File: src/rtl/btmx_ram.sv
// Generic single-clock RAM: one write port, one read port, registered read.
// No dependencies.
module btmx_ram #(
  parameter int WIDTH = 8,
  parameter int DEPTH = 16
) (
  input  logic                     clk,
  input  logic                     we,
  input  logic [$clog2(DEPTH)-1:0] waddr,
  input  logic [WIDTH-1:0]         wdata,
  input  logic [$clog2(DEPTH)-1:0] raddr,
  output logic [WIDTH-1:0]         rdata
);

  logic [WIDTH-1:0] mem [DEPTH];

  always_ff @(posedge clk) begin
    if (we) begin
      mem[waddr] <= wdata;
    end
    rdata <= mem[raddr];
  end

endmodule
File: config.mk
export PLATFORM = sky130hd
export DESIGN_NAME = btmx_ram
export DESIGN_NICKNAME = d
export VERILOG_FILES = /design/src/rtl/btmx_ram.sv
export SDC_FILE = /design/constraint.sdc
export NUM_CORES = 1
export LEC_CHECK = 0
export BUFFER_PORTS_ARGS = -buffer_cell sky130_fd_sc_hd__clkbuf_2
export CAP_MARGIN = 10
export CORE_ASPECT_RATIO = 0.5
export CORE_MARGIN = 10
export CORE_UTILIZATION = 30
export CTS_CLUSTER_DIAMETER = 120
export DETAILED_ROUTE_END_ITERATION = 12
export PLACE_DENSITY_LB_ADDON = 0.1
export RECOVER_POWER = 25
export SLEW_MARGIN = 20
export SYNTH_ARGS = -nofsm -noshare
export SYNTH_HDL_FRONTEND = slang
export SYNTH_SLANG_ARGS = --single-unit
File: constraint.sdc
create_clock -name clk -period 3.9 [get_ports clk]
set_input_delay 0.39 -clock clk [delete_from_list [all_inputs] [get_ports clk]]
set_output_delay 0.39 -clock clk [all_outputs]
set_load 0.01 [all_outputs]
== Word-level counts from Yosys, hierarchy flattened ==
Memory sizes are Yosys's and may differ from the RTL's. A register that Yosys moved wholly into a read port is not among the register bits.
Cells that the tools add are included.

* Bits in registers: 0
* Input port bits: 18
* Latch bits: 0
* Bits in read-only memories: 0
* Output and inout bits: 8
* Memories: 1
* RAM bits: 128

* Equality and inequality tests: 0
* Bitwise gates (word level): 0
* Multipliers: 0
* Divide/modulo/power cells: 0
* $add $sub $neg: 0
* Reductions and logical operators: 0
* Mux-type cells: 2
* Shift operators: 0
* $lt $le $gt $ge: 0

{| class="wikitable"
|+ Memories
! name !! words !! width !! rd ports !! clocked after memory_dff !! wr ports !! line !! RTL
|-
| mem || 16 || 8 || 1 || 1 || 1 || 15 || <nowiki>logic [WIDTH-1:0] mem [DEPTH];</nowiki>
|}

{| class="wikitable"
|+ Operators with widths
! cell !! count
|-
| 1-bit two-way mux || 2
|}

== Longest topological paths before layout ==
Gate-level depths: netlist of run 1.

* Word-level depth: 2
* Mapped depth: 5

== Worst setup path before layout of run 1 ==
OpenSTA, ideal clock, no wires.

* Kind: input to register
* Start point: input waddr[2]
* End point: memory mem[0][0], enable pin
* Stages on the path: 2
* Slack: 2.017 ns
* Data arrival time: 1.500 ns
* Buffers on the path: 0
* Cell sequence: or3b_2 > nor3_1

{| class="wikitable"
|+ RTL lines
! what !! line !! RTL
|-
| start, declared || 9 || <nowiki>input logic [$clog2(DEPTH)-1:0] waddr,</nowiki>
|-
| end, declared || 15 ||
|}

Straight into the memory's write port.

==> results of run 1 <==
routing by layer:
| layer | global-route usage, % | share of wire (%) | up-vias |
|---|---|---|---|
| met2 | 15.84 | 46 | 48 |
| met4 | 4.236 | 1.0 | 0 |
| met1 | 14.72 | 48 | 1266 |
| met3 | 2.526 | 5.4 | 11 |
| met5 | 0 | 0 | - |
| li1 | - | - | 1057 |
worst reg2reg max path, cell delays in order, from the launching register on:
cell and delay [ns]:
edfxtp_1 0.36, mux4_1 0.51, a22oi_1 0.45, nand2_1 0.09
layout by cell type, fill, tap and decap left out, types with 2 or more instances in the layout:
cell        Yosys  final
a22oi_1        16     16
buf_4           1      5
bufinv_16       0      4
clkbuf_1        0      9
clkbuf_16       0     17
clkbuf_2        0     18
clkbuf_8        0      2
clkinv_4        0      2
clkinvlp_4      0      4
dfxtp_1         8      8
edfxtp_1      128    128
mux4_1         14     14
mux4_2         18     18
nand2_1         9      9
nand2b_1        2      2
nand3b_1        2      2
nor2_1         13     13
nor3_1          4      3
power breakdown:
part	internal, W	switching (W)
clock	0.00110	0.000586
sequential	0.00164	0.0000116
combinational	0.0000589	0.0000960
kinds of logic (layout without fill, tap and decap cells):
group	Yosys count	count (layout)	synth area share (%)
AO/OA/AOI/OAI	16	16	2.334
buffers and inverters	10	62	1.677
flip-flops	136	136	77.78
multiplexers	32	32	15.02
AND/OR/NAND/NOR	35	35	3.184
area by class of cell:
| type | instances | area share [%] |
|---|---|---|
| sequential | 136 | 65.25 |
| multi-input combinational | 83 | 17.31 |
| timing repair buffer | 30 | 2.508 |
| clock buffer | 21 | 7.504 |
| clock inverter | 11 | 2.794 |
| tap | 227 | 4.629 |
metrics by stage:
| stage | hold slack, ns | total power, W | setup slack [ns] |
|---|---|---|---|
| 6_report | 0.4670 | 0.003491 | 1.832 |
| 5_1_grt | 0.4801 | 0.003605 | 1.752 |
| 4_1_cts | 0.4190 | 0.003523 | 1.842 |
| 3_5_place_dp | 0.6638 | 0.001837 | 1.402 |
| 3_3_place_gp | 0.6545 | 0.001834 | 1.359 |
| 2_1_floorplan | 0.4889 | 0.001759 | 2.017 |
how the worst min path moves through the flow:
stage	from	end	slack, ns	cells after the start
2_1_floorplan	wdata[0]	mem[0][0]$_DFFE_PP_	0.49	0
5_1_grt	wdata[3]	mem[5][3]$_DFFE_PP_	0.48	1
3_5_place_dp	mem[14][0]$_DFFE_PP_	rdata[0]$_DFF_P_	0.66	3
3_3_place_gp	mem[11][1]$_DFFE_PP_	rdata[1]$_DFF_P_	0.65	3
6_report	wdata[3]	mem[5][3]$_DFFE_PP_	0.47	1
4_1_cts	wdata[5]	mem[8][5]$_DFFE_PP_	0.42	1
sequential cells by signal (all words and copies together) (netlist names):
| register | flops |
|---|---|
| mem | 128 |
| rdata | 8 |
==> out/qor.yml, run 1 <==
p_per_area_mw_per_mm2: 568.9
cp_cell_sequence: "clkbuf_2, buf_4, mux4_1, a22oi_1, nand2_1"
nets: 286
synth_commonest_cells: "edfxtp_1, mux4_2, a22oi_1"
syn_to_final_growth_pct: 19.20
worst-path-max-fanout: 17
max_stage_delay_ns: 0.58
synth_edf_count: 128
wl_per_cell_microns: 23.40
worst_path_max_delay_cell: "mux4_1"
arrival_ns: 2.35
grtUsageTotal_pct: 10.66
htreeDepth: 4
synthesis.nets: 247
post-route-period-util_pct: 53.03
worstSetupPathDepth: 5
synthCells: 229
slew_headroom_pct: 26.68
drv_slew: 0
ys_top_cells_by_area: "edfxtp_1, mux4_2, mux4_1"
cts_tree: "done"
post_cts_buffers: 0
end_kind: "register"
gp_congestion: 0.7119
worst_pin_slew_ns: 1.096
place_area_sq_mm: 0.005513
clock_path_buffers: 2
critPathLaunch: "raddr[0]"
netlist_area_sq_mm: 0.005147
ys_ff_latch: 136
ys_warn_count: 0
rsz0062_at_grt: "no"
rows: 33
avgSynthCellArea_sq_um: 22.48
dieArea_sq_mm: 0.02312
ir_drop_uv: 273.3
ys_types: 19
die_h_microns: 112.6
cts_hold_buf: 0
cts.reportedPaths.clkPinSlew_ns: 0.06
io_pins: 26
grt_max_degree: 33
grt_pass1_wl_mm: 17.33
via_per_inst: 4.689
fin_crit_ns: 2.068
grt-ovfl-total: 0
r2r_end: "rdata[4]$_DFF_P_"
drt-total-wl_mm: 11.89
vias: 2382
synth_top_area_cell: "edfxtp_1"
layout-drive-gt1-share_pct: 25.62
maxCapViolations: 0
synth_top_area_share_pct: 74.67
seq_area_sq_mm: 0.004004
finalSetupTns_ns: 0
reg2reg_setup_slack_ns: 2.37
coreArea_sq_mm: 0.01660
setup_violations: 0
fmax_ghz: 0.4835
antenna_found_initial: 0
utilization_pct: 36.97
drc: 0
ctsResizeCount: 0
finish.instance_area_sq_mm: 0.006136
ant_nets: 0
first_pass_iters: 4
cp.required_ns: 4.18
status: "completed"
port_buffers: 25
hold_viol_final: 0
grt_pass1_vias: 2576
n_fill_cell: 1526
dp_hpwl_mm: 7.345
timing_worst_setup_path_type: "primary input to register"
async_flop_share_pct: 0
cts_buffers: 17
cts_sinks: 136
post-place-cells: 476
reg2regPathDepth: 3
fin_cells: 508
cp_top_family: "buffers and inverters"
antenna_cells: 0
detail_route.iter0.violations: 173
die_w_microns: 205.2
worstReg2RegStart: "mem[9][4]$_DFFE_PP_"
synth_top_flop_cell: "edfxtp_1"
clockRootBuffer: "clkbuf_16"
critPathCapture: "rdata[4]$_DFF_P_"
yosys.cell_count.top_type: "edfxtp_1"
start_kind: "primary input"
yosysSeqAreaShare_pct: 77.78
hp-class: "primary input to register"
initial_core_util_pct: 31.01
crit_buf_inv: 2
finClkSkew_ns: 0.007045
multiInputGateArea_sq_mm: 0.001062
clk_latency_ns: 0.41
leakage_nw: 1.997
No activity file was read; power rests on OpenSTA's default activity.
==> run 2, diff against run 1 <==
--- a/config.mk
+++ b/config.mk
@@ -5,6 +5,7 @@
 export SDC_FILE = /design/constraint.sdc
 export NUM_CORES = 1
 export LEC_CHECK = 0
+export ABC_AREA = 1
 export BUFFER_PORTS_ARGS = -buffer_cell sky130_fd_sc_hd__clkbuf_2
 export CAP_MARGIN = 10
 export CORE_ASPECT_RATIO = 0.5
==> constraint.sdc (replaced) <==
create_clock -name clk -period 1.7 [get_ports clk]
set_input_delay 0.17 -clock clk [delete_from_list [all_inputs] [get_ports clk]]
set_output_delay 0.17 -clock clk [all_outputs]
set_load 0.01 [all_outputs]
==> run 2 against run 1 <==
Die area up 10%. Clock skew is 0.0077 ns higher. Cell count up 72%. Worst hold slack got worse by 0.24 ns. Utilization rose by 0.33 points. Register-to-register slack worse by 1.7 ns. Synthesized area increased by 12%. Non-clock buffer count increased by 24. Critical path type is now register to output port.
==> out/qor.yml, run 2 <==
dieArea_sq_mm: 0.02550
grt_pass1_vias: 3579
synth_edf_count: 128
worstReg2RegStart: "mem[15][3]$_DFFE_PP_"
worst_path_max_delay_cell: "dfxtp_1"
setup_violations: 0
finalPower_w: 0.008367
ant_nets: 0
hp-class: "primary input to register"
layout-drive-gt1-share_pct: 13.05
reg2reg_setup_slack_ns: 0.67
ir_drop_uv: 689.2
grt_pass1_wl_mm: 22.71
r2r_end: "rdata[3]$_DFF_P_"
synth_top_flop_cell: "edfxtp_1"
ctsResizeCount: 0
die_w_microns: 216.1
layout_commonest_cell: "nand2_1"
maxCapViolations: 0
synthCells: 551
cts_buffers: 17
gp_congestion: 0.7291
post_cts_buffers: 0
wl_per_cell_microns: 17.23
cts_tree: "done"
hold_viol_final: 0
synth_top_area_share_pct: 66.65
end_kind: "output port"
grt_max_degree: 35
arrival_ns: 0.95
crit_buf_inv: 1
finalSetupTns_ns: 0
max_stage_delay_ns: 0.38
worst_pin_slew_ns: 0.8073
ys_ff_latch: 136
initial_core_util_pct: 30.98
p_per_area_mw_per_mm2: 1205
cts_sinks: 136
timing_worst_setup_path_type: "register to output port"
multiInputGateArea_sq_mm: 0.001214
status: "completed"
avgSynthCellArea_sq_um: 10.47
hold_path_depth: 3
vias: 3734
post-route-period-util_pct: 65.88
io_pins: 26
synth_top_area_cell: "edfxtp_1"
via_per_inst: 4.282
antenna_cells: 0
cp.required_ns: 1.53
reg2regPathDepth: 6
fmax_ghz: 0.8928
detail_route.iter0.violations: 323
grtUsageTotal_pct: 11.94
rsz0062_at_grt: "no"
drt-total-wl_mm: 15.02
nets: 618
grt-ovfl-total: 0
synth_commonest_cells: "nand2_1, edfxtp_1, inv_1"
slew_headroom_pct: 46.18
clock_path_buffers: 2
synthesis.nets: 569
rows: 35
dp_hpwl_mm: 9.351
place_area_sq_mm: 0.006292
ys_types: 12
worst-path-max-fanout: 1
cp_top_family: "flip-flops"
finClkSkew_ns: 0.01474
drc: 0
n_fill_cell: 1855
coreArea_sq_mm: 0.01861
yosysSeqAreaShare_pct: 69.43
yosys.cell_count.top_type: "nand2_1"
first_pass_iters: 6
htreeDepth: 4
fin_crit_ns: 1.120
drv_slew: 0
port_buffers: 25
netlist_area_sq_mm: 0.005767
leakage_nw: 2.973
cts.reportedPaths.clkPinSlew_ns: 0.06
ys_warn_count: 0
largest_register_ffs: 128
syn_to_final_growth_pct: 20.37
cts_hold_buf: 0
clockRootBuffer: "clkbuf_16"
ys_top_cells_by_area: "edfxtp_1, nand2_1, nand3_1"
hp-start: "raddr[3]"
die_h_microns: 118.0
seq_area_sq_mm: 0.004004
antenna_found_initial: 1
holdPathEnd: "rdata[1]$_DFF_P_"
start_kind: "register"
utilization_pct: 37.30
clk_latency_ns: 0.41
cp_cell_sequence: "clkbuf_2"
largest-register: "mem"
layout_common_cells: "nand2_1, edfxtp_1, inv_1"
reg_top3: "mem x128, rdata x8"
async_flop_share_pct: 0
finish.instance_area_sq_mm: 0.006942
[run 2: cell types whose count changed after synthesis, moves of 10 or more]
cell,previous run,this run
a22oi_1,16,0
nand2_1,9,173
mux4_2,18,0
buf_2,3,13
mux4_1,14,0
inv_1,0,100
nand3_1,1,97
[run 2: cell type report]
type                            count  share of cell area [%]
Multi-Input combinational cell    289                   17.48
Clock buffer                       21                   6.633
Sequential cell                   136                   57.68
Clock inverter                     11                   2.830
Tap cell                          259                   4.668
Timing Repair Buffer               54                   5.191
Inverter                          102                   5.515
[run 2: worst max path at each step]
stage,from,end,cells after the start
global placement,raddr[0],rdata[3]$_DFF_P_,7
finish,rdata[1]$_DFF_P_,rdata[1],1
floorplan,waddr[2],mem[10][0]$_DFFE_PP_,2
global route,mem[12][3]$_DFFE_PP_,rdata[3]$_DFF_P_,6
detailed placement,raddr[0],rdata[3]$_DFF_P_,7
CTS,rdata[1]$_DFF_P_,rdata[1],1
[run 2: metal layers]
layer  track usage, %  share of wire [%]  vias up
met4            3.865                1.1        0
met2            17.21                 44       61
met1            16.84                 51     1793
met3            3.155                3.9       12
li1                 -                  -     1868
met5                0                  0        -
[run 2: stage by stage]
| step | std cells | setup slack, ns | hold slack [ns] |
|---|---|---|---|
| after floorplan | 551 | 0.5792 | 0.2689 |
| after global placement | 840 | 0.4180 | 0.5648 |
| after detailed placement | 840 | 0.3922 | 0.5663 |
| after CTS | 872 | 0.5363 | 0.2326 |
| after global routing | 872 | 0.4925 | 0.2331 |
| final | 872 | 0.5800 | 0.2276 |
[run 2: cells by family (layout without fill, tap and decap cells)]
family                 Yosys count  after routing  share of synthesized area (%)
DFF                            136            136                          69.43
and+or+nand+nor                289            289                          21.05
buffers and inverters          126            188                          9.525
[run 2: where the power goes]
group / leakage, nW / switching [W] / internal, W
Combinational: 1.44 / 0.000341 / 0.000146
Sequential: 1.22 / 0.0000250 / 0.00375
Clock: 0.313 / 0.00142 / 0.00269
Total: 2.97 / 0.00178 / 0.00658
==> run 3, diff against run 2 <==
--- a/config.mk
+++ b/config.mk
@@ -5,7 +5,7 @@
 export SDC_FILE = /design/constraint.sdc
 export NUM_CORES = 1
 export LEC_CHECK = 0
-export ABC_AREA = 1
+export ABC_AREA = 0
 export BUFFER_PORTS_ARGS = -buffer_cell sky130_fd_sc_hd__clkbuf_2
 export CAP_MARGIN = 10
 export CORE_ASPECT_RATIO = 0.5
==> constraint.sdc (replaced) <==
create_clock -name clk -period 1.1 [get_ports clk]
set_input_delay 0.11 -clock clk [delete_from_list [all_inputs] [get_ports clk]]
set_output_delay 0.11 -clock clk [all_outputs]
set_load 0.01 [all_outputs]
==> run 3 against run 2 <==
The flow now finishes with violations (negative setup slack). Wire length down 25%. Worst hold slack lost 0.035 ns. Flip-flop and latch count unchanged. Global-route usage is 1.6 points lower. Combinational power is 41% higher. Via count down 33%. Register-to-register slack lost 0.92 ns. Power up 51%.
==> out/qor.yml, run 3 (synthesized netlist as in run 1, its figures left out) <==
status: "finished with violations"
violations: "negative setup slack"
netSwitchingFraction_pct: 19.61
timing_worst_setup_path_type: "register to register"
ir_drop_uv: 1027
via_per_inst: 4.594
reg2reg_setup_slack_ns: -0.25
p_int_w: 0.01013
gp_congestion: 0.7431
post-route-period-util_pct: 123.2
clk_latency_ns: 0.40
rows: 33
hold_viol_final: 0
largest_register_ffs: 128
p_clk_share_pct: 48.3
reg_top3: "mem x128, rdata x8"
crit_buf_inv: 0
htreeDepth: 4
drv_slew: 0
grt_pass1_vias: 2707
clockRootBuffer: "clkbuf_16"
grt-ovfl-total: 0
rsz0062_at_grt: "yes"
switchingPower_w: 0.002471
cp.required_ns: 1.37
detail_route.iter0.violations: 219
layout_common_cells: "edfxtp_1, buf_4, mux4_2"
p_per_area_mw_per_mm2: 1930
initial_core_util_pct: 31.01
first_pass_iters: 4
grt_max_degree: 21
place_area_sq_mm: 0.005879
slew_headroom_pct: 34.37
vias: 2504
grt_pass1_wl_mm: 17.22
leakage_nw: 2.179
die_w_microns: 205.2
power_frac_seq_pct: 46.2
max_stage_delay_ns: 0.47
cts_hold_buf: 0
worst_path_max_delay_cell: "mux4_2"
drc: 0
n_fill_cell: 1519
cp_cell_sequence: "mux4_2, a22oi_1, nand2_1"
dp_hpwl_mm: 7.507
die_h_microns: 112.6
setup_violations: 8
antenna_found_initial: 0
start_kind: "register"
grtUsageTotal_pct: 10.31
seq_area_sq_mm: 0.004004
cts.reportedPaths.clkPinSlew_ns: 0.06
cp_top_family: "multiplexers"
drt-total-wl_mm: 11.28
timing.final.ws_setup_ns: -0.2548
cts_buffers: 17
reg2regPathDepth: 3
fin_crit_ns: 1.355
worstSetupPathDepth: 3
largest-register: "mem"
fin_cells: 545
layout_commonest_cell: "edfxtp_1"
layout-drive-gt1-share_pct: 43.08
timing.hold.ws_ns: 0.1924
finClkSkew_ns: 0.009579
syn_to_final_growth_pct: 26.88
io_pins: 26
post-place-cells: 514
maxCapViolations: 0
wl_per_cell_microns: 20.69
port_buffers: 25
utilization_pct: 39.35
ant_nets: 0
hold_path_depth: 1
antenna_cells: 0
end_kind: "register"
multiInputGateArea_sq_mm: 0.001084
hp-class: "primary input to register"
arrival_ns: 1.63
dieArea_sq_mm: 0.02312
fmax_ghz: 0.7381
finish.instance_area_sq_mm: 0.006531
coreArea_sq_mm: 0.01660
worst-path-max-fanout: 1
nets: 323
post_cts_buffers: 0
cts_tree: "done"
worst_pin_slew_ns: 0.9824
clock_path_buffers: 2
cts_sinks: 136
combPwrFrac_pct: 5.4
==> run 3: changes by cell type in the layout (fill, tap and decap cells not counted), moves of 2 or more <==
cell / change
buf_12: +5
mux4_2: +32
buf_4: +8
nand2b_1: +2
nor2_1: -7
inv_2: -2
nor2_4: +3
a22oi_1: +11
nand3_1: -96
nand2_1: -165
inv_1: -100
a22oi_2: +5
clkbuf_8: -2
nor3_2: +3
==> run 3: area by class of cell <==
cell class / count / area share [%]
sequential: 136 / 61.30
tap: 227 / 4.349
multi-input combinational: 83 / 16.59
clock inverter: 12 / 3.084
clock buffer: 20 / 6.686
timing repair buffer: 67 / 7.989
==> run 3: path summary, 6_finish.rpt <==
check                       startpoint                    to
setup / recovery  mem[11][3]$_DFFE_PP_      rdata[3]$_DFF_P_
hold / removal                wdata[1]  mem[10][1]$_DFFE_PP_
setup reg to reg  mem[11][3]$_DFFE_PP_      rdata[3]$_DFF_P_
hold reg to reg    mem[7][7]$_DFFE_PP_      rdata[7]$_DFF_P_
==> run 3: power by group through the flow <==
| stage | sequential, W | combinational (W) | clock (W) |
|---|---|---|---|
| detailed placement | 0.00594 | 0.000686 | 0 |
| finish | 0.00583 | 0.000685 | 0.00609 |
| global placement | 0.00593 | 0.000673 | 0 |
| CTS | 0.00583 | 0.000697 | 0.00618 |
| floorplan | 0.00594 | 0.000331 | 0 |
| global route | 0.00584 | 0.000746 | 0.00643 |
==> run 3: layer usage <==
| layer | wire, microns | global-route usage, % |
|---|---|---|
| met5 | 0 | 0 |
| met4 | 111 | 3.797 |
| met3 | 327 | 2.124 |
| met2 | 5196 | 15.55 |
| met1 | 5642 | 14.37 |
==> run 3: through the flow <==
step / TNS [ns] / total power, W / worst slack [ns]
final: -1.572 / 0.01260 / -0.2548
after global routing: -1.985 / 0.01301 / -0.3025
after CTS: -1.616 / 0.01271 / -0.2377
after detailed placement: -20.37 / 0.006625 / -0.4796
after global placement: -19.26 / 0.006607 / -0.5254
after floorplan: -1.718 / 0.006274 / -0.1431
==> run 3: timing repair <==
| action | CTS | global route |
|---|---|---|
| pin swaps | 1 | 0 |
| resized for setup | 5 | 1 |
| setup endpoints to repair | 8 | 8 |
==> run 3: worst register-to-register path, stage by stage (launching register included) <==
cell and delay, ns:
edfxtp_1 0.36, mux4_2 0.47, a22oi_1 0.32, nand2_1 0.09
